## config.mk

```make
export PLATFORM = sky130hd
export DESIGN_NAME = pick_place_sequencer
export DESIGN_NICKNAME = d
export VERILOG_FILES = /design/src/sv/pps_pkg.sv /design/src/sv/pps_regs.sv /design/src/sv/pps_dist_lane.sv /design/src/sv/pps_joint_lane.sv /design/src/sv/pps_merge.sv /design/src/sv/pps_seq.sv /design/src/sv/pick_place_sequencer.sv
export SDC_FILE = /design/constraint.sdc
export NUM_CORES = 2
export LEC_CHECK = 0
export BUFFER_PORTS_ARGS = -buffer_cell sky130_fd_sc_hd__buf_2
export CORE_ASPECT_RATIO = 1.1
export CORE_UTILIZATION = 60
export CTS_CLUSTER_DIAMETER = 100
export DETAILED_ROUTE_END_ITERATION = 16
export HOLD_SLACK_MARGIN = 0.06
export PLACE_DENSITY = 0.88
export SYNTH_ARGS = -nofsm -noshare
export SYNTH_HDL_FRONTEND = slang
export SYNTH_SLANG_ARGS = --single-unit
```

## constraint.sdc

```tcl
create_clock -name aclk -period 22.6 [get_ports aclk]
set_input_delay 1.13 -clock aclk [delete_from_list [all_inputs] [get_ports aclk]]
set_output_delay 1.13 -clock aclk [all_outputs]
set_load 0.02 [all_outputs]
```

## src/sv/pps_pkg.sv

```systemverilog
// ----------------------------------------------------------------------------
// pps_pkg: shared types, constants and helpers for the pick and place sequencer
// Holds the word formats of both channels, the register map, the arm pose
// targets and the fixed-point rounding helpers used for reset values and pose targets.
// ----------------------------------------------------------------------------
package pps_pkg;

    localparam int NJOINTS             = 5;
    localparam int POS_FRAC_BITS_DEF   = 12;
    localparam int ANGLE_FRAC_BITS_DEF = 12;
    localparam int DWELL_WIDTH_DEF     = 8;
    localparam int PADDR_W             = 5;
    localparam int PDATA_W             = 32;

    // Register indexes (byte address = 4 * index).
    typedef logic [2:0] reg_idx_t;
    localparam reg_idx_t REG_PICK_X     = 3'd0;
    localparam reg_idx_t REG_PICK_Z     = 3'd1;
    localparam reg_idx_t REG_PLACE_X    = 3'd2;
    localparam reg_idx_t REG_PLACE_Z    = 3'd3;
    localparam reg_idx_t REG_REACH_TOL  = 3'd4;
    localparam reg_idx_t REG_JOINT_TOL  = 3'd5;
    localparam reg_idx_t REG_GRIP_DWELL = 3'd6;
    localparam reg_idx_t REG_REL_DWELL  = 3'd7;

    // Arm pose codes.
    typedef logic [1:0] pose_t;
    localparam pose_t POSE_HOME  = 2'd0;
    localparam pose_t POSE_PREP  = 2'd1;
    localparam pose_t POSE_GRASP = 2'd2;

    // Joint speeds in tenths of rad/s.
    localparam logic [4:0] SPEED_FAST = 5'd18;
    localparam logic [4:0] SPEED_SLOW = 5'd12;
    localparam logic [4:0] SPEED_HOME = 5'd15;

    // Pose targets in milliradians, indexed by pose code and joint.
    localparam int POSE_MILLI [0:2][0:NJOINTS-1] = '{
        '{0, 1000, -1800, 1200, 0},
        '{0,  900, -1400,  900, 0},
        '{0, 1150, -1350,  600, 0}
    };

    typedef struct packed {
        logic signed [15:0] pos_x;
        logic signed [15:0] pos_z;
        logic               pos_valid;
        logic signed [15:0] joint0_angle;
        logic signed [15:0] joint1_angle;
        logic signed [15:0] joint2_angle;
        logic signed [15:0] joint3_angle;
        logic signed [15:0] joint4_angle;
    } pps_in_t;

    typedef struct packed {
        logic       drive_enable;
        logic       gripper_open;
        logic       arm_cmd_valid;
        logic [1:0] arm_pose;
        logic [4:0] arm_speed;
        logic [3:0] phase_out;
    } pps_out_t;

    typedef struct packed {
        logic signed [15:0] pick_target_x;
        logic signed [15:0] pick_target_z;
        logic signed [15:0] place_target_x;
        logic signed [15:0] place_target_z;
        logic [31:0]        reach_tol_sq;
        logic [14:0]        joint_tol;
        logic [7:0]         grip_dwell_ticks;
        logic [7:0]         release_dwell_ticks;
    } pps_cfg_t;

    // Arrival and pose checks for one tick, as found by the lanes.
    typedef struct packed {
        logic arrive_pick;
        logic arrive_place;
        logic at_prep;
        logic at_grasp;
    } pps_flags_t;

    // num/100 scaled by 2^frac, rounded half away from zero.
    function automatic longint fix_centi(input longint num, input int frac);
        longint mag;
        longint r;
        mag = (num < 0) ? -num : num;
        r   = (mag * (longint'(1) << frac) + 50) / 100;
        return (num < 0) ? -r : r;
    endfunction

    // num/1000 scaled by 2^frac, rounded half away from zero.
    function automatic longint fix_milli(input longint num, input int frac);
        longint mag;
        longint r;
        mag = (num < 0) ? -num : num;
        r   = (mag * (longint'(1) << frac) + 500) / 1000;
        return (num < 0) ? -r : r;
    endfunction

    function automatic logic [15:0] sat16(input longint v);
        longint s;
        s = v;
        if (s > 32767) s = 32767;
        if (s < -32768) s = -32768;
        return s[15:0];
    endfunction

    function automatic logic [15:0] pose_target(input int pose_idx, input int joint,
                                                input int frac);
        longint t;
        t = fix_milli(longint'(POSE_MILLI[pose_idx][joint]), frac);
        return t[15:0];
    endfunction

endpackage

```

## src/sv/pps_regs.sv

```systemverilog
// ----------------------------------------------------------------------------
// pps_regs: configuration register file
// Eight registers on a simple APB-style port; writes complete in the access
// cycle, reads return the stored value zero-extended.
// ----------------------------------------------------------------------------
module pps_regs
    import pps_pkg::*;
#(
    parameter int POS_FRAC_BITS   = POS_FRAC_BITS_DEF,
    parameter int ANGLE_FRAC_BITS = ANGLE_FRAC_BITS_DEF
) (
    input  logic               aclk,
    input  logic               aresetn,
    input  logic               psel,
    input  logic               penable,
    input  logic               pwrite,
    input  logic [PADDR_W-1:0] paddr,
    input  logic [PDATA_W-1:0] pwdata,
    output logic [PDATA_W-1:0] prdata,
    output logic               pready,
    output pps_cfg_t           cfg_reg
);

    localparam longint     TOL_FIX  = fix_centi(6, POS_FRAC_BITS);
    localparam longint     TOL_SAT  = (TOL_FIX > 32767) ? 32767 : TOL_FIX;
    localparam longint     TOL_SQ   = TOL_SAT * TOL_SAT;
    localparam longint     JTOL_FIX = fix_centi(3, ANGLE_FRAC_BITS);
    localparam logic [15:0] PICK_RST  = sat16(fix_centi(15, POS_FRAC_BITS));
    localparam logic [15:0] PLACE_RST = sat16(fix_centi(110, POS_FRAC_BITS));
    localparam logic [31:0] TOL_RST   = TOL_SQ[31:0];
    localparam logic [14:0] JTOL_RST  = JTOL_FIX[14:0];

    reg_idx_t idx;
    logic     wr_en;

    assign idx    = paddr[PADDR_W-1:2];
    assign wr_en  = psel && penable && pwrite;
    assign pready = 1'b1;

    always_ff @(posedge aclk) begin
        if (!aresetn) begin
            cfg_reg.pick_target_x       <= PICK_RST;
            cfg_reg.pick_target_z       <= PICK_RST;
            cfg_reg.place_target_x      <= '0;
            cfg_reg.place_target_z      <= PLACE_RST;
            cfg_reg.reach_tol_sq        <= TOL_RST;
            cfg_reg.joint_tol           <= JTOL_RST;
            cfg_reg.grip_dwell_ticks    <= 8'd21;
            cfg_reg.release_dwell_ticks <= 8'd18;
        end else if (wr_en) begin
            unique case (idx)
                REG_PICK_X:     cfg_reg.pick_target_x       <= pwdata[15:0];
                REG_PICK_Z:     cfg_reg.pick_target_z       <= pwdata[15:0];
                REG_PLACE_X:    cfg_reg.place_target_x      <= pwdata[15:0];
                REG_PLACE_Z:    cfg_reg.place_target_z      <= pwdata[15:0];
                REG_REACH_TOL:  cfg_reg.reach_tol_sq        <= pwdata[31:0];
                REG_JOINT_TOL:  cfg_reg.joint_tol           <= pwdata[14:0];
                REG_GRIP_DWELL: cfg_reg.grip_dwell_ticks    <= pwdata[7:0];
                REG_REL_DWELL:  cfg_reg.release_dwell_ticks <= pwdata[7:0];
                default: ;
            endcase
        end
    end

    always_comb begin
        prdata = '0;
        unique case (idx)
            REG_PICK_X:     prdata = {16'd0, cfg_reg.pick_target_x};
            REG_PICK_Z:     prdata = {16'd0, cfg_reg.pick_target_z};
            REG_PLACE_X:    prdata = {16'd0, cfg_reg.place_target_x};
            REG_PLACE_Z:    prdata = {16'd0, cfg_reg.place_target_z};
            REG_REACH_TOL:  prdata = cfg_reg.reach_tol_sq;
            REG_JOINT_TOL:  prdata = {17'd0, cfg_reg.joint_tol};
            REG_GRIP_DWELL: prdata = {24'd0, cfg_reg.grip_dwell_ticks};
            REG_REL_DWELL:  prdata = {24'd0, cfg_reg.release_dwell_ticks};
            default:        prdata = '0;
        endcase
    end

endmodule

```

## src/sv/pps_dist_lane.sv

```systemverilog
// ----------------------------------------------------------------------------
// pps_dist_lane: squared distance lane
// Squares the x and z offsets between the base position and one target point.
// ----------------------------------------------------------------------------
module pps_dist_lane
    import pps_pkg::*;
(
    input  logic               aclk,
    input  logic               en,
    input  logic signed [15:0] pos_x,
    input  logic signed [15:0] pos_z,
    input  logic signed [15:0] tgt_x,
    input  logic signed [15:0] tgt_z,
    output logic [31:0]        sq_x_reg,
    output logic [31:0]        sq_z_reg
);

    logic signed [16:0] dx;
    logic signed [16:0] dz;
    logic signed [33:0] dx_sq;
    logic signed [33:0] dz_sq;

    assign dx    = {tgt_x[15], tgt_x} - {pos_x[15], pos_x};
    assign dz    = {tgt_z[15], tgt_z} - {pos_z[15], pos_z};
    assign dx_sq = dx * dx;
    assign dz_sq = dz * dz;

    // A square of a 17-bit offset is below 2^32, so the low word is exact.
    always_ff @(posedge aclk) begin
        if (en) begin
            sq_x_reg <= dx_sq[31:0];
            sq_z_reg <= dz_sq[31:0];
        end
    end

endmodule

```

## src/sv/pps_joint_lane.sv

```systemverilog
// ----------------------------------------------------------------------------
// pps_joint_lane: per-joint pose check
// Tests one joint against its prepare and grasp targets within the tolerance.
// ----------------------------------------------------------------------------
module pps_joint_lane
    import pps_pkg::*;
#(
    parameter int ANGLE_FRAC_BITS = ANGLE_FRAC_BITS_DEF,
    parameter int JOINT           = 0
) (
    input  logic               aclk,
    input  logic               en,
    input  logic signed [15:0] angle,
    input  logic [14:0]        joint_tol,
    output logic               at_prep_reg,
    output logic               at_grasp_reg
);

    localparam logic [15:0] PREP_T  = pose_target(int'(POSE_PREP), JOINT, ANGLE_FRAC_BITS);
    localparam logic [15:0] GRASP_T = pose_target(int'(POSE_GRASP), JOINT, ANGLE_FRAC_BITS);

    logic signed [16:0] d_prep;
    logic signed [16:0] d_grasp;
    logic [16:0]        a_prep;
    logic [16:0]        a_grasp;

    assign d_prep  = {angle[15], angle} - {PREP_T[15], PREP_T};
    assign d_grasp = {angle[15], angle} - {GRASP_T[15], GRASP_T};
    assign a_prep  = d_prep[16]  ? 17'(-d_prep)  : d_prep;
    assign a_grasp = d_grasp[16] ? 17'(-d_grasp) : d_grasp;

    always_ff @(posedge aclk) begin
        if (en) begin
            at_prep_reg  <= (a_prep  <= {2'b00, joint_tol});
            at_grasp_reg <= (a_grasp <= {2'b00, joint_tol});
        end
    end

endmodule

```

## src/sv/pps_merge.sv

```systemverilog
// ----------------------------------------------------------------------------
// pps_merge: lane merge stage
// Adds the squared offsets, compares against the tolerance and combines the
// joint lanes into whole-pose flags.
// ----------------------------------------------------------------------------
module pps_merge
    import pps_pkg::*;
(
    input  logic               aclk,
    input  logic               en,
    input  logic               pos_valid,
    input  logic [31:0]        pick_sq_x,
    input  logic [31:0]        pick_sq_z,
    input  logic [31:0]        place_sq_x,
    input  logic [31:0]        place_sq_z,
    input  logic [NJOINTS-1:0] prep_ok,
    input  logic [NJOINTS-1:0] grasp_ok,
    input  logic [31:0]        reach_tol_sq,
    output pps_flags_t         flags_reg
);

    logic [32:0] pick_sum;
    logic [32:0] place_sum;

    assign pick_sum  = {1'b0, pick_sq_x}  + {1'b0, pick_sq_z};
    assign place_sum = {1'b0, place_sq_x} + {1'b0, place_sq_z};

    // Without a position fix the base is taken to have arrived.
    always_ff @(posedge aclk) begin
        if (en) begin
            flags_reg.arrive_pick  <= !pos_valid || (pick_sum  < {1'b0, reach_tol_sq});
            flags_reg.arrive_place <= !pos_valid || (place_sum < {1'b0, reach_tol_sq});
            flags_reg.at_prep      <= &prep_ok;
            flags_reg.at_grasp     <= &grasp_ok;
        end
    end

endmodule

```

## src/sv/pps_seq.sv

```systemverilog
// ----------------------------------------------------------------------------
// pps_seq: phase sequencer
// Steps the nine-phase pick and place sequence once per word and builds the
// result word in the output register.
// ----------------------------------------------------------------------------
module pps_seq
    import pps_pkg::*;
#(
    parameter int DWELL_WIDTH = DWELL_WIDTH_DEF
) (
    input  logic       aclk,
    input  logic       aresetn,
    input  logic       load,
    input  pps_flags_t flags,
    input  logic [7:0] grip_dwell_ticks,
    input  logic [7:0] release_dwell_ticks,
    output pps_out_t   result_reg
);

    localparam int CMP_W = (DWELL_WIDTH > 8) ? DWELL_WIDTH : 8;
    localparam logic [DWELL_WIDTH-1:0] DWELL_MAX = {DWELL_WIDTH{1'b1}};

    typedef enum logic [3:0] {
        PH_DRIVE_PICK  = 4'd0,
        PH_PREPARE     = 4'd1,
        PH_GRASP       = 4'd2,
        PH_CLOSE       = 4'd3,
        PH_LIFT        = 4'd4,
        PH_DRIVE_PLACE = 4'd5,
        PH_LOWER       = 4'd6,
        PH_OPEN        = 4'd7,
        PH_DONE        = 4'd8
    } phase_t;

    phase_t                 phase_reg;
    phase_t                 phase_next;
    logic [DWELL_WIDTH-1:0] dwell_reg;
    logic [DWELL_WIDTH-1:0] dwell_next;
    logic [DWELL_WIDTH-1:0] dwell_inc;
    logic [CMP_W-1:0]       dwell_cmp;
    pps_out_t               result_next;

    assign dwell_inc = (dwell_reg == DWELL_MAX) ? dwell_reg : dwell_reg + 1'b1;
    assign dwell_cmp = CMP_W'(dwell_inc);

    always_comb begin
        phase_next  = phase_reg;
        dwell_next  = dwell_reg;
        result_next = '0;
        unique case (phase_reg)
            PH_DRIVE_PICK: begin
                if (flags.arrive_pick) begin
                    phase_next              = PH_PREPARE;
                    result_next.arm_cmd_valid = 1'b1;
                    result_next.arm_pose    = POSE_PREP;
                    result_next.arm_speed   = SPEED_FAST;
                end else begin
                    result_next.drive_enable = 1'b1;
                end
            end
            PH_PREPARE: begin
                if (flags.at_prep) begin
                    phase_next              = PH_GRASP;
                    result_next.arm_cmd_valid = 1'b1;
                    result_next.arm_pose    = POSE_GRASP;
                    result_next.arm_speed   = SPEED_SLOW;
                end
            end
            PH_GRASP: begin
                if (flags.at_grasp) begin
                    phase_next = PH_CLOSE;
                    dwell_next = '0;
                end
            end
            PH_CLOSE: begin
                dwell_next = dwell_inc;
                if (dwell_cmp > CMP_W'(grip_dwell_ticks)) begin
                    phase_next              = PH_LIFT;
                    result_next.arm_cmd_valid = 1'b1;
                    result_next.arm_pose    = POSE_PREP;
                    result_next.arm_speed   = SPEED_SLOW;
                end
            end
            PH_LIFT: begin
                if (flags.at_prep) begin
                    phase_next = PH_DRIVE_PLACE;
                end
            end
            PH_DRIVE_PLACE: begin
                if (flags.arrive_place) begin
                    phase_next              = PH_LOWER;
                    result_next.arm_cmd_valid = 1'b1;
                    result_next.arm_pose    = POSE_GRASP;
                    result_next.arm_speed   = SPEED_SLOW;
                end else begin
                    result_next.drive_enable = 1'b1;
                end
            end
            PH_LOWER: begin
                if (flags.at_grasp) begin
                    phase_next = PH_OPEN;
                    dwell_next = '0;
                end
            end
            PH_OPEN: begin
                dwell_next = dwell_inc;
                if (dwell_cmp > CMP_W'(release_dwell_ticks)) begin
                    phase_next              = PH_DONE;
                    result_next.arm_cmd_valid = 1'b1;
                    result_next.arm_pose    = POSE_HOME;
                    result_next.arm_speed   = SPEED_HOME;
                end
            end
            default: ;
        endcase
        result_next.gripper_open = !((phase_next == PH_CLOSE) || (phase_next == PH_LIFT) ||
                                     (phase_next == PH_DRIVE_PLACE) ||
                                     (phase_next == PH_LOWER));
        result_next.phase_out = phase_next;
    end

    always_ff @(posedge aclk) begin
        if (!aresetn) begin
            phase_reg <= PH_DRIVE_PICK;
            dwell_reg <= '0;
        end else if (load) begin
            phase_reg  <= phase_next;
            dwell_reg  <= dwell_next;
            result_reg <= result_next;
        end
    end

endmodule

```

## src/sv/pick_place_sequencer.sv

```systemverilog
// ----------------------------------------------------------------------------
// pick_place_sequencer: pick and place sequencer, top level
// Three-stage pipeline: distance and joint lanes, merge, phase sequencer.
// ----------------------------------------------------------------------------
// Each input word is one control tick and yields exactly one result word.
// The block takes one word per clock cycle while s_ready is high. Three
// register stages stand between the channels (lane stage, merge stage,
// sequencer output register), and a word passes through them in that
// order. All arrival and pose tests are worked out for every candidate
// target before the phase is known, so the only loop back to earlier work
// is the phase and dwell registers inside the sequencer, which feed back on
// themselves and so set the one-word-per-cycle rate.
// Each pipeline stage holds its word until the next stage frees up. While a
// finished result waits at the output, the input is still taken until the two
// stages in front of it are full; from then on s_ready follows m_ready.
// The user must write configuration through the APB port while the pipeline is
// empty; the block does not enforce it. There is no start-up clearing pass.
// ----------------------------------------------------------------------------
module pick_place_sequencer
    import pps_pkg::*;
#(
    parameter int POS_FRAC_BITS   = POS_FRAC_BITS_DEF,
    parameter int ANGLE_FRAC_BITS = ANGLE_FRAC_BITS_DEF,
    parameter int DWELL_WIDTH     = DWELL_WIDTH_DEF
) (
    input  logic               aclk,
    input  logic               aresetn,
    input  logic               s_valid,
    output logic               s_ready,
    input  pps_in_t            s_data,
    output logic               m_valid,
    input  logic               m_ready,
    output pps_out_t           m_data,
    input  logic               psel,
    input  logic               penable,
    input  logic               pwrite,
    input  logic [PADDR_W-1:0] paddr,
    input  logic [PDATA_W-1:0] pwdata,
    output logic [PDATA_W-1:0] prdata,
    output logic               pready
);

    pps_cfg_t   cfg;
    pps_flags_t flags;

    // Stage occupancy. A stage moves on when the next one is empty or moving.
    logic valid1_reg;
    logic valid2_reg;
    logic valid3_reg;
    logic en1;
    logic en2;
    logic en3;

    logic               pos_valid1_reg;
    logic [31:0]        pick_sq_x;
    logic [31:0]        pick_sq_z;
    logic [31:0]        place_sq_x;
    logic [31:0]        place_sq_z;
    logic [NJOINTS-1:0] prep_ok;
    logic [NJOINTS-1:0] grasp_ok;
    logic signed [15:0] angle [NJOINTS];

    assign en3     = !valid3_reg || m_ready;
    assign en2     = !valid2_reg || en3;
    assign en1     = !valid1_reg || en2;
    assign s_ready = en1;
    assign m_valid = valid3_reg;

    always_ff @(posedge aclk) begin
        if (!aresetn) begin
            valid1_reg <= 1'b0;
            valid2_reg <= 1'b0;
            valid3_reg <= 1'b0;
        end else begin
            if (en1) valid1_reg <= s_valid;
            if (en2) valid2_reg <= valid1_reg;
            if (en3) valid3_reg <= valid2_reg;
        end
    end

    always_ff @(posedge aclk) begin
        if (en1) begin
            pos_valid1_reg <= s_data.pos_valid;
        end
    end

    pps_regs #(
        .POS_FRAC_BITS  (POS_FRAC_BITS),
        .ANGLE_FRAC_BITS(ANGLE_FRAC_BITS)
    ) u_regs (
        .aclk   (aclk),
        .aresetn(aresetn),
        .psel   (psel),
        .penable(penable),
        .pwrite (pwrite),
        .paddr  (paddr),
        .pwdata (pwdata),
        .prdata (prdata),
        .pready (pready),
        .cfg_reg(cfg)
    );

    // Distance lanes: one for the pick point, one for the place point.
    pps_dist_lane u_pick_lane (
        .aclk    (aclk),
        .en      (en1),
        .pos_x   (s_data.pos_x),
        .pos_z   (s_data.pos_z),
        .tgt_x   (cfg.pick_target_x),
        .tgt_z   (cfg.pick_target_z),
        .sq_x_reg(pick_sq_x),
        .sq_z_reg(pick_sq_z)
    );

    pps_dist_lane u_place_lane (
        .aclk    (aclk),
        .en      (en1),
        .pos_x   (s_data.pos_x),
        .pos_z   (s_data.pos_z),
        .tgt_x   (cfg.place_target_x),
        .tgt_z   (cfg.place_target_z),
        .sq_x_reg(place_sq_x),
        .sq_z_reg(place_sq_z)
    );

    assign angle[0] = s_data.joint0_angle;
    assign angle[1] = s_data.joint1_angle;
    assign angle[2] = s_data.joint2_angle;
    assign angle[3] = s_data.joint3_angle;
    assign angle[4] = s_data.joint4_angle;

    // Joint lanes: each checks one joint against both arm pose targets.
    for (genvar j = 0; j < NJOINTS; j++) begin : g_joint
        pps_joint_lane #(
            .ANGLE_FRAC_BITS(ANGLE_FRAC_BITS),
            .JOINT          (j)
        ) u_joint (
            .aclk        (aclk),
            .en          (en1),
            .angle       (angle[j]),
            .joint_tol   (cfg.joint_tol),
            .at_prep_reg (prep_ok[j]),
            .at_grasp_reg(grasp_ok[j])
        );
    end

    pps_merge u_merge (
        .aclk        (aclk),
        .en          (en2),
        .pos_valid   (pos_valid1_reg),
        .pick_sq_x   (pick_sq_x),
        .pick_sq_z   (pick_sq_z),
        .place_sq_x  (place_sq_x),
        .place_sq_z  (place_sq_z),
        .prep_ok     (prep_ok),
        .grasp_ok    (grasp_ok),
        .reach_tol_sq(cfg.reach_tol_sq),
        .flags_reg   (flags)
    );

    // The sequencer only steps when a real word enters the output register.
    pps_seq #(
        .DWELL_WIDTH(DWELL_WIDTH)
    ) u_seq (
        .aclk               (aclk),
        .aresetn            (aresetn),
        .load               (en3 && valid2_reg),
        .flags              (flags),
        .grip_dwell_ticks   (cfg.grip_dwell_ticks),
        .release_dwell_ticks(cfg.release_dwell_ticks),
        .result_reg         (m_data)
    );

    // The gripper is closed exactly while the part is held.
    a_grip_phase: assert property (@(posedge aclk) disable iff (!aresetn)
        m_valid |-> (m_data.gripper_open ==
                     !((m_data.phase_out == 4'd3) || (m_data.phase_out == 4'd4) ||
                       (m_data.phase_out == 4'd5) || (m_data.phase_out == 4'd6))))
        else $error("gripper state disagrees with phase");

    // Without an arm command the pose and speed fields stay zero.
    a_no_cmd: assert property (@(posedge aclk) disable iff (!aresetn)
        (m_valid && !m_data.arm_cmd_valid) |->
            (m_data.arm_pose == POSE_HOME) && (m_data.arm_speed == 5'd0))
        else $error("arm pose or speed set without a command");

    // The wheels only turn while still driving toward a point.
    a_drive_phase: assert property (@(posedge aclk) disable iff (!aresetn)
        (m_valid && m_data.drive_enable) |->
            ((m_data.phase_out == 4'd0) || (m_data.phase_out == 4'd5)) &&
            !m_data.arm_cmd_valid)
        else $error("drive enabled outside a drive phase");

    // A result cannot appear without a word having passed the merge stage.
    a_pipe_order: assert property (@(posedge aclk) disable iff (!aresetn)
        $rose(valid3_reg) |-> $past(valid2_reg))
        else $error("result appeared without a merged word");

endmodule
```

# ---- After elaboration in Yosys (flattened, before gate mapping)
# Cells that the tools add are included.
dict set report word_totals {
  word_cells 156
  inputBits 157
  out_inout_bits 49
  reg_bits 297
}
dict set report classes {
  reduce_logical 33
  n_mux 30
  magnitude_cmp 12
  add_sub_neg 21
  eq_ne 20
  multipliers 4
}
# operator count
set op_table {}
lappend op_table {{$pmux 32 s8} 1}
lappend op_table {{$le 17x15->1} 8}
lappend op_table {{$mux 17} 8}
lappend op_table {{$mul 17x17->32} 4}
lappend op_table {{$neg 17->17} 6}
lappend op_table {{$sub 16x16->17} 4}
lappend op_table {{$add 32x32->33} 2}
lappend op_table {{$lt 33x32->1} 2}
lappend op_table {{$mux 8} 7}
lappend op_table {{$sub 16x13->17 const B} 3}
lappend op_table {{$sub 16x14->17 const B} 3}
lappend op_table {{$pmux 8 s5} 1}
lappend op_table {{$neg 16->17} 2}
lappend op_table {{$mux 4} 8}
lappend op_table {{$pmux 4 s8} 1}
lappend op_table {{$eq 4x3->1 const B} 7}
lappend op_table {{$reduce_and 2->1} 9}
lappend op_table {{$gt 8x8->1} 2}
lappend op_table {{$pmux 8 s2} 1}
lappend op_table {{$eq 3x3->1 const B} 4}
lappend op_table {{$eq 4x2->1 const B} 3}
lappend op_table {{$reduce_and 5->1} 2}
lappend op_table {{$add 8x1->8 const B} 1}
lappend op_table {{$eq 8x8->1 const B} 1}
lappend op_table {{other kinds (14)} 30}

# ---- Logic depth before layout (Yosys ltp)
dict set report depth {
  word_depth 10
  mapped_depth 37
  depth_no_buf 36
}

# ---- Hierarchy
# From an unflattened synthesis, not the netlist that was laid out.
dict set report hier_totals {
  hier_cells 7339
  area_unflattened_um2 64389.3
}
# mod n_inst seq_area_each_um2 area_per_inst_um2 cells_per_inst
set modules_own_cells {}
lappend modules_own_cells {{pps_dist_lane at u_pick_lane} 1 1861.8 21902.3 2317}
lappend modules_own_cells {{pps_dist_lane at u_place_lane} 1 1861.8 21778.4 2292}
lappend modules_own_cells {pps_regs 1 2542.4 5830.6 740}
lappend modules_own_cells {pps_merge 1 120.1 4827.1 651}
lappend modules_own_cells {{pps_joint_lane at g_joint[3].u_joint} 1 60.1 2316.0 330}
lappend modules_own_cells {{pps_joint_lane at g_joint[2].u_joint} 1 60.1 2208.4 307}
lappend modules_own_cells {{pps_joint_lane at g_joint[1].u_joint} 1 60.1 2174.6 313}
lappend modules_own_cells {pps_seq 1 630.6 1746.7 192}
lappend modules_own_cells {{pps_joint_lane at g_joint[0].u_joint ...} 2 30.0 726.9 92}
lappend modules_own_cells {pick_place_sequencer 1 90.1 151.4 13}

# ---- Least setup slack after synthesis
# No wires, ideal clock.
dict set report synth_path {
  path_type {input port to flip-flop}
  startpoint {in s_data[82] (netlist name)}
  endpoint {reg u_place_lane.sq_z_reg[31] (data pin)}
  slack_ns 13.576
  required_ns 22.342
  setup_ns 0.258
  path_buffers 2
  path_stages 34
  arrival_time_ns 8.767
  cell_sequence {inv_1 -> ha_1 -> nor2b_1 -> o21a_1 -> o21ai_1 -> a2111oi_0 -> nor4_1 -> a211oi_1 -> o211a_1 -> or3_1 -> clkbuf_1 -> inv_2 -> buf_2 -> nor2_1 -> fa_1 -> inv_1 -> fa_1 -> inv_1 -> fa_1 -> fa_1 -> fa_1 -> inv_1 -> fa_1 -> inv_1 -> ha_1 -> o21ai_0 -> a21oi_1 -> a221o_1 -> a221oi_1 -> o21ai_0 -> a21boi_0 -> o21bai_1 -> a31o_2 -> xnor2_1}
}
dict set report synth_between {
  elab_chain_cells 2
}
# item line
set synth_rtl {}
lappend synth_rtl {{from (decl)} pick_place_sequencer.sv:30} ;# input pps_in_t s_data,
lappend synth_rtl {{$sub 16x16->17} pps_dist_lane.sv:24} ;# assign dz = {tgt_z[15], tgt_z} - {pos_z[15], pos_z};
lappend synth_rtl {{$mul 17x17->32} pps_dist_lane.sv:26} ;# assign dz_sq = dz * dz;
lappend synth_rtl {{net u_place_lane.dz_sq[31]} pps_dist_lane.sv:21} ;# logic signed [33:0] dz_sq;
lappend synth_rtl {{to (signal assigned)} pps_dist_lane.sv:32} ;# sq_z_reg <= dz_sq[31:0];
lappend synth_rtl {{to (decl)} pps_dist_lane.sv:15} ;# output logic [31:0] sq_z_reg
# The timed path passes the listed nets, and every way through them passes these cells.
# A chain may end at the register's enable or synchronous reset.

# ---- Worst setup path after layout
dict set report layout_path {
  startpoint {in s_data[98] (netlist name)}
  endpoint {reg u_pick_lane.sq_x_reg[31] (data pin)}
}
dict set report layout_between {
  elab_chain_cells 2
}
# item line
set layout_rtl {}
lappend layout_rtl {{$sub 16x16->17} pps_dist_lane.sv:23} ;# assign dx = {tgt_x[15], tgt_x} - {pos_x[15], pos_x};
lappend layout_rtl {{$mul 17x17->32} pps_dist_lane.sv:25} ;# assign dx_sq = dx * dx;
lappend layout_rtl {{net u_pick_lane.dx_sq[31]} pps_dist_lane.sv:20} ;# logic signed [33:0] dx_sq;
lappend layout_rtl {{to (signal assigned)} pps_dist_lane.sv:31} ;# sq_x_reg <= dx_sq[31:0];
lappend layout_rtl {{to (decl)} pps_dist_lane.sv:14} ;# output logic [31:0] sq_x_reg,
# The timed path passes the listed nets, and every way through them passes these cells.

==> impl_metrics.ini <==
[synth]
number_of_warnings_reported_in_the_yosys_synthesis_log = 0
synth-seq-area-share_pct = 11.97
share_of_synthesized_registers_carrying_an_async_set_or_reset_pct = 0
ys_types = 95
netlist.top_cell.by_area = fa_1
number_of_enable_type_register_cells_in_the_synthesized_netlist = 150
mappedNetlistNets = 8777
syn_avg_cell_area_sq_um = 8.850
synth_area_sq_um = 61400
post-synth-top-area-fraction_pct = 33.68
synth_ff_type = edfxtp_1
netlist_instances = 6938
yosys_register_bits = 292
cells_taking_the_most_area_after_synthesis = fa_1 (34%), ha_1 (13%), inv_1 (8.9%), edfxtp_1 (7.3%), dfxtp_1 (4.6%)

[clock_tree]
clockBufferDepth = 3
cts.sinks = 292
cts-root-buf = clkbuf_16
postCtsSetupBuffers = 0
clock_latency_ns = 0.63
cts_inserted_buffers = 31
tritoncts = yes
cts.htree.levels = 1
post_cts_resize_count = 0
cts.reportedPaths.clkPinSlew_ns = 0.07
total_of_hold_buffers_inserted_after_clock_tree_synthesis = 0

[floorplanning]
die_area_sq_um = 103600
std_cell_rows = 122
die_x_um = 307.0
fp.coreArea_sq_um = 101100
pin_count = 206
start_util_pct = 60.76
chipHeight_um = 337.5

[route]
routed-via-count = 50308
drtAntennaViolNets = 0
route.detailed.drc = 0
drt_wl_total_um = 174400
routed_wire_length_per_instance_um = 20.67
detailedRoute.firstIterationViolations = 4970
avgViaCountPerCell = 5.962
drtPass1Iterations = 6

[cells_and_area]
fill_cells = 7829
finalNetCount = 8877
final_layout_size_suffix_gt1_share_pct = 5.324
largest_register_ffs = 127
layout-area-overhead-vs-synth_pct = 5.765

[setup_path]
setup.reg_to_reg.worst_slack_ns = 12.54
cp_slowest_stage_delay_ns = 0.98
crit_path_start_kind = input port
critical-path-top-cell-by-count = fa_1
end_kind = register
worst-setup-path-type = in2reg
reg2reg_from = u_regs.cfg_reg[112]
worst_ep_arrival_time_ns = 10.62
crit_path_top_delay_cell = xor2_1
crit_path_max_fanout = 11
worst-endpoint-required_ns = 22.96
setup.worst_path.start = s_data[98]

[global_routing]
antenna_found_initial = 17
grt_max_degree = 114
grtUsageTotal_pct = 34.05
grt_overflow_total = 0
grt_pass1_vias = 52863
grt_pass1_wl_um = 274500

[sta]
report.final.slew_viol_count = 0
fin_crit_ns = 10.25
unrepaired_setup_endpoints_after_global_routing = false
report.final.hold_viol_count = 0
fin_worst_skew_ns = 0.03077
finalSetupViolations = 0
worst_slew_pin_slew_ns = 1.300
max_slew_margin_pct = 13.01
post-route-period-util_pct = 45.37
fin_setup_tns_ns = 0
fmaxAchievable_mhz = 97.54

[place]
hpwlAfterDp_um = 142300
io_buffer_count = 202
place.gp.congestion = 1.014

[worst_hold_path]
worstHoldStart = u_regs.cfg_reg[47]
hold_path_class = reg2reg

[run_status]
status = completed

[run]
maxCapViolations = 0
-- layout by cell type, fill, tap and decap left out, types with 142 or more instances in the layout --
| cell type | n |
|---|---|
| nor2_1 | 574 |
| xnor2_1 | 307 |
| buf_2 | 201 |
| a21oi_1 | 238 |
| dfxtp_1 | 142 |
| inv_1 | 1452 |
| fa_1 | 1033 |
| ha_1 | 649 |
| edfxtp_1 | 150 |
| o21ai_0 | 184 |
| nand2_1 | 704 |
-- cell usage after synthesis (40+ instances only) --
cell and count:
a21boi_0 91, a21o_1 112, a21oi_1 240, and2_1 43, clkbuf_1 172, dfxtp_1 142
edfxtp_1 150, fa_1 1033, ha_1 649, inv_1 1452, nand2_1 704, nand2b_1 61
nand3_1 82, nand4_1 43, nor2_1 574, nor2b_1 84, nor3_1 89, o211ai_1 40
o21a_1 71, o21ai_0 184, xnor2_1 309, xor2_1 116
-- worst paths after layout --
| path | to | depth (start not counted) |
|---|---|---|
| worst max-delay path | u_pick_lane.sq_x_reg[31] | 31 |
| worst min-delay path | u_regs.cfg_reg[47] | 2 |
| worst max register to register | u_pick_lane.sq_x_reg[31] | 29 |
| worst min register to register | u_regs.cfg_reg[47] | 2 |
-- per-layer routing --
layer  GRT usage [%]  share of wire (%)  vias to the layer above  routed length (um)
met5               0              0.011                        -                  20
met4           23.07                8.0                        2               13880
met3           6.789                 10                      777               17900
met2           55.93                 46                     2770               80890
met1           40.60                 35                    24574               61690
li1                -                  -                    22185                   -
-- worst max-delay path: cells and delay by family --
family / cells / cell delay [ns]
fa+ha+maj: 8 / 3.78
compound gates: 8 / 1.71
simple gates: 6 / 1.55
xor+xnor: 2 / 1.15
buf+inv: 7 / 1.25
-- final cells by class --
| type | count | area [sq um] | share of cell area [%] |
|---|---|---|---|
| clock buffers | 39 | 837.1 | 1.289 |
| clock inverters | 19 | 205.2 | 0.3160 |
| diodes | 11 | 27.53 | 0.04239 |
| well taps | 1364 | 1707 | 2.628 |
| inverters | 1468 | 5510 | 8.485 |
| repair buffers | 261 | 1456 | 2.243 |
| flip-flops and latches | 292 | 7347 | 11.31 |
| multi-input cells | 4984 | 47850 | 73.68 |
-- stage by stage --
step	cells	worst slack [ns]	utilization (%)	instance area (sq um)	hold WS (ns)
finish	8438	12.35	64.26	64940	0.4634
global route	8438	11.99	64.26	64940	0.4814
CTS	8427	12.55	64.24	64910	0.4653
detailed placement	8369	11.96	63.21	63870	0.4567
global placement	8369	12.05	63.21	63870	0.4501
floorplan	6938	13.58	-	61400	0.4435
-- logic make-up (layout without fill, tap and decap cells) --
group	after synthesis	in the layout	share of synthesized area, %
flops	292	292	11.97
mux	43	43	0.8009
compound gates	1020	1020	10.95
other cells	1	12	0.006107
xor+xnor	426	426	6.089
fa+ha+maj	1682	1682	46.91
buf+inv	1662	1787	10.21
simple gates	1812	1812	13.07
Power is left out: the tool's default activity adds up to more than one toggle a clock period on the data nets, which glitch-free logic cannot reach.
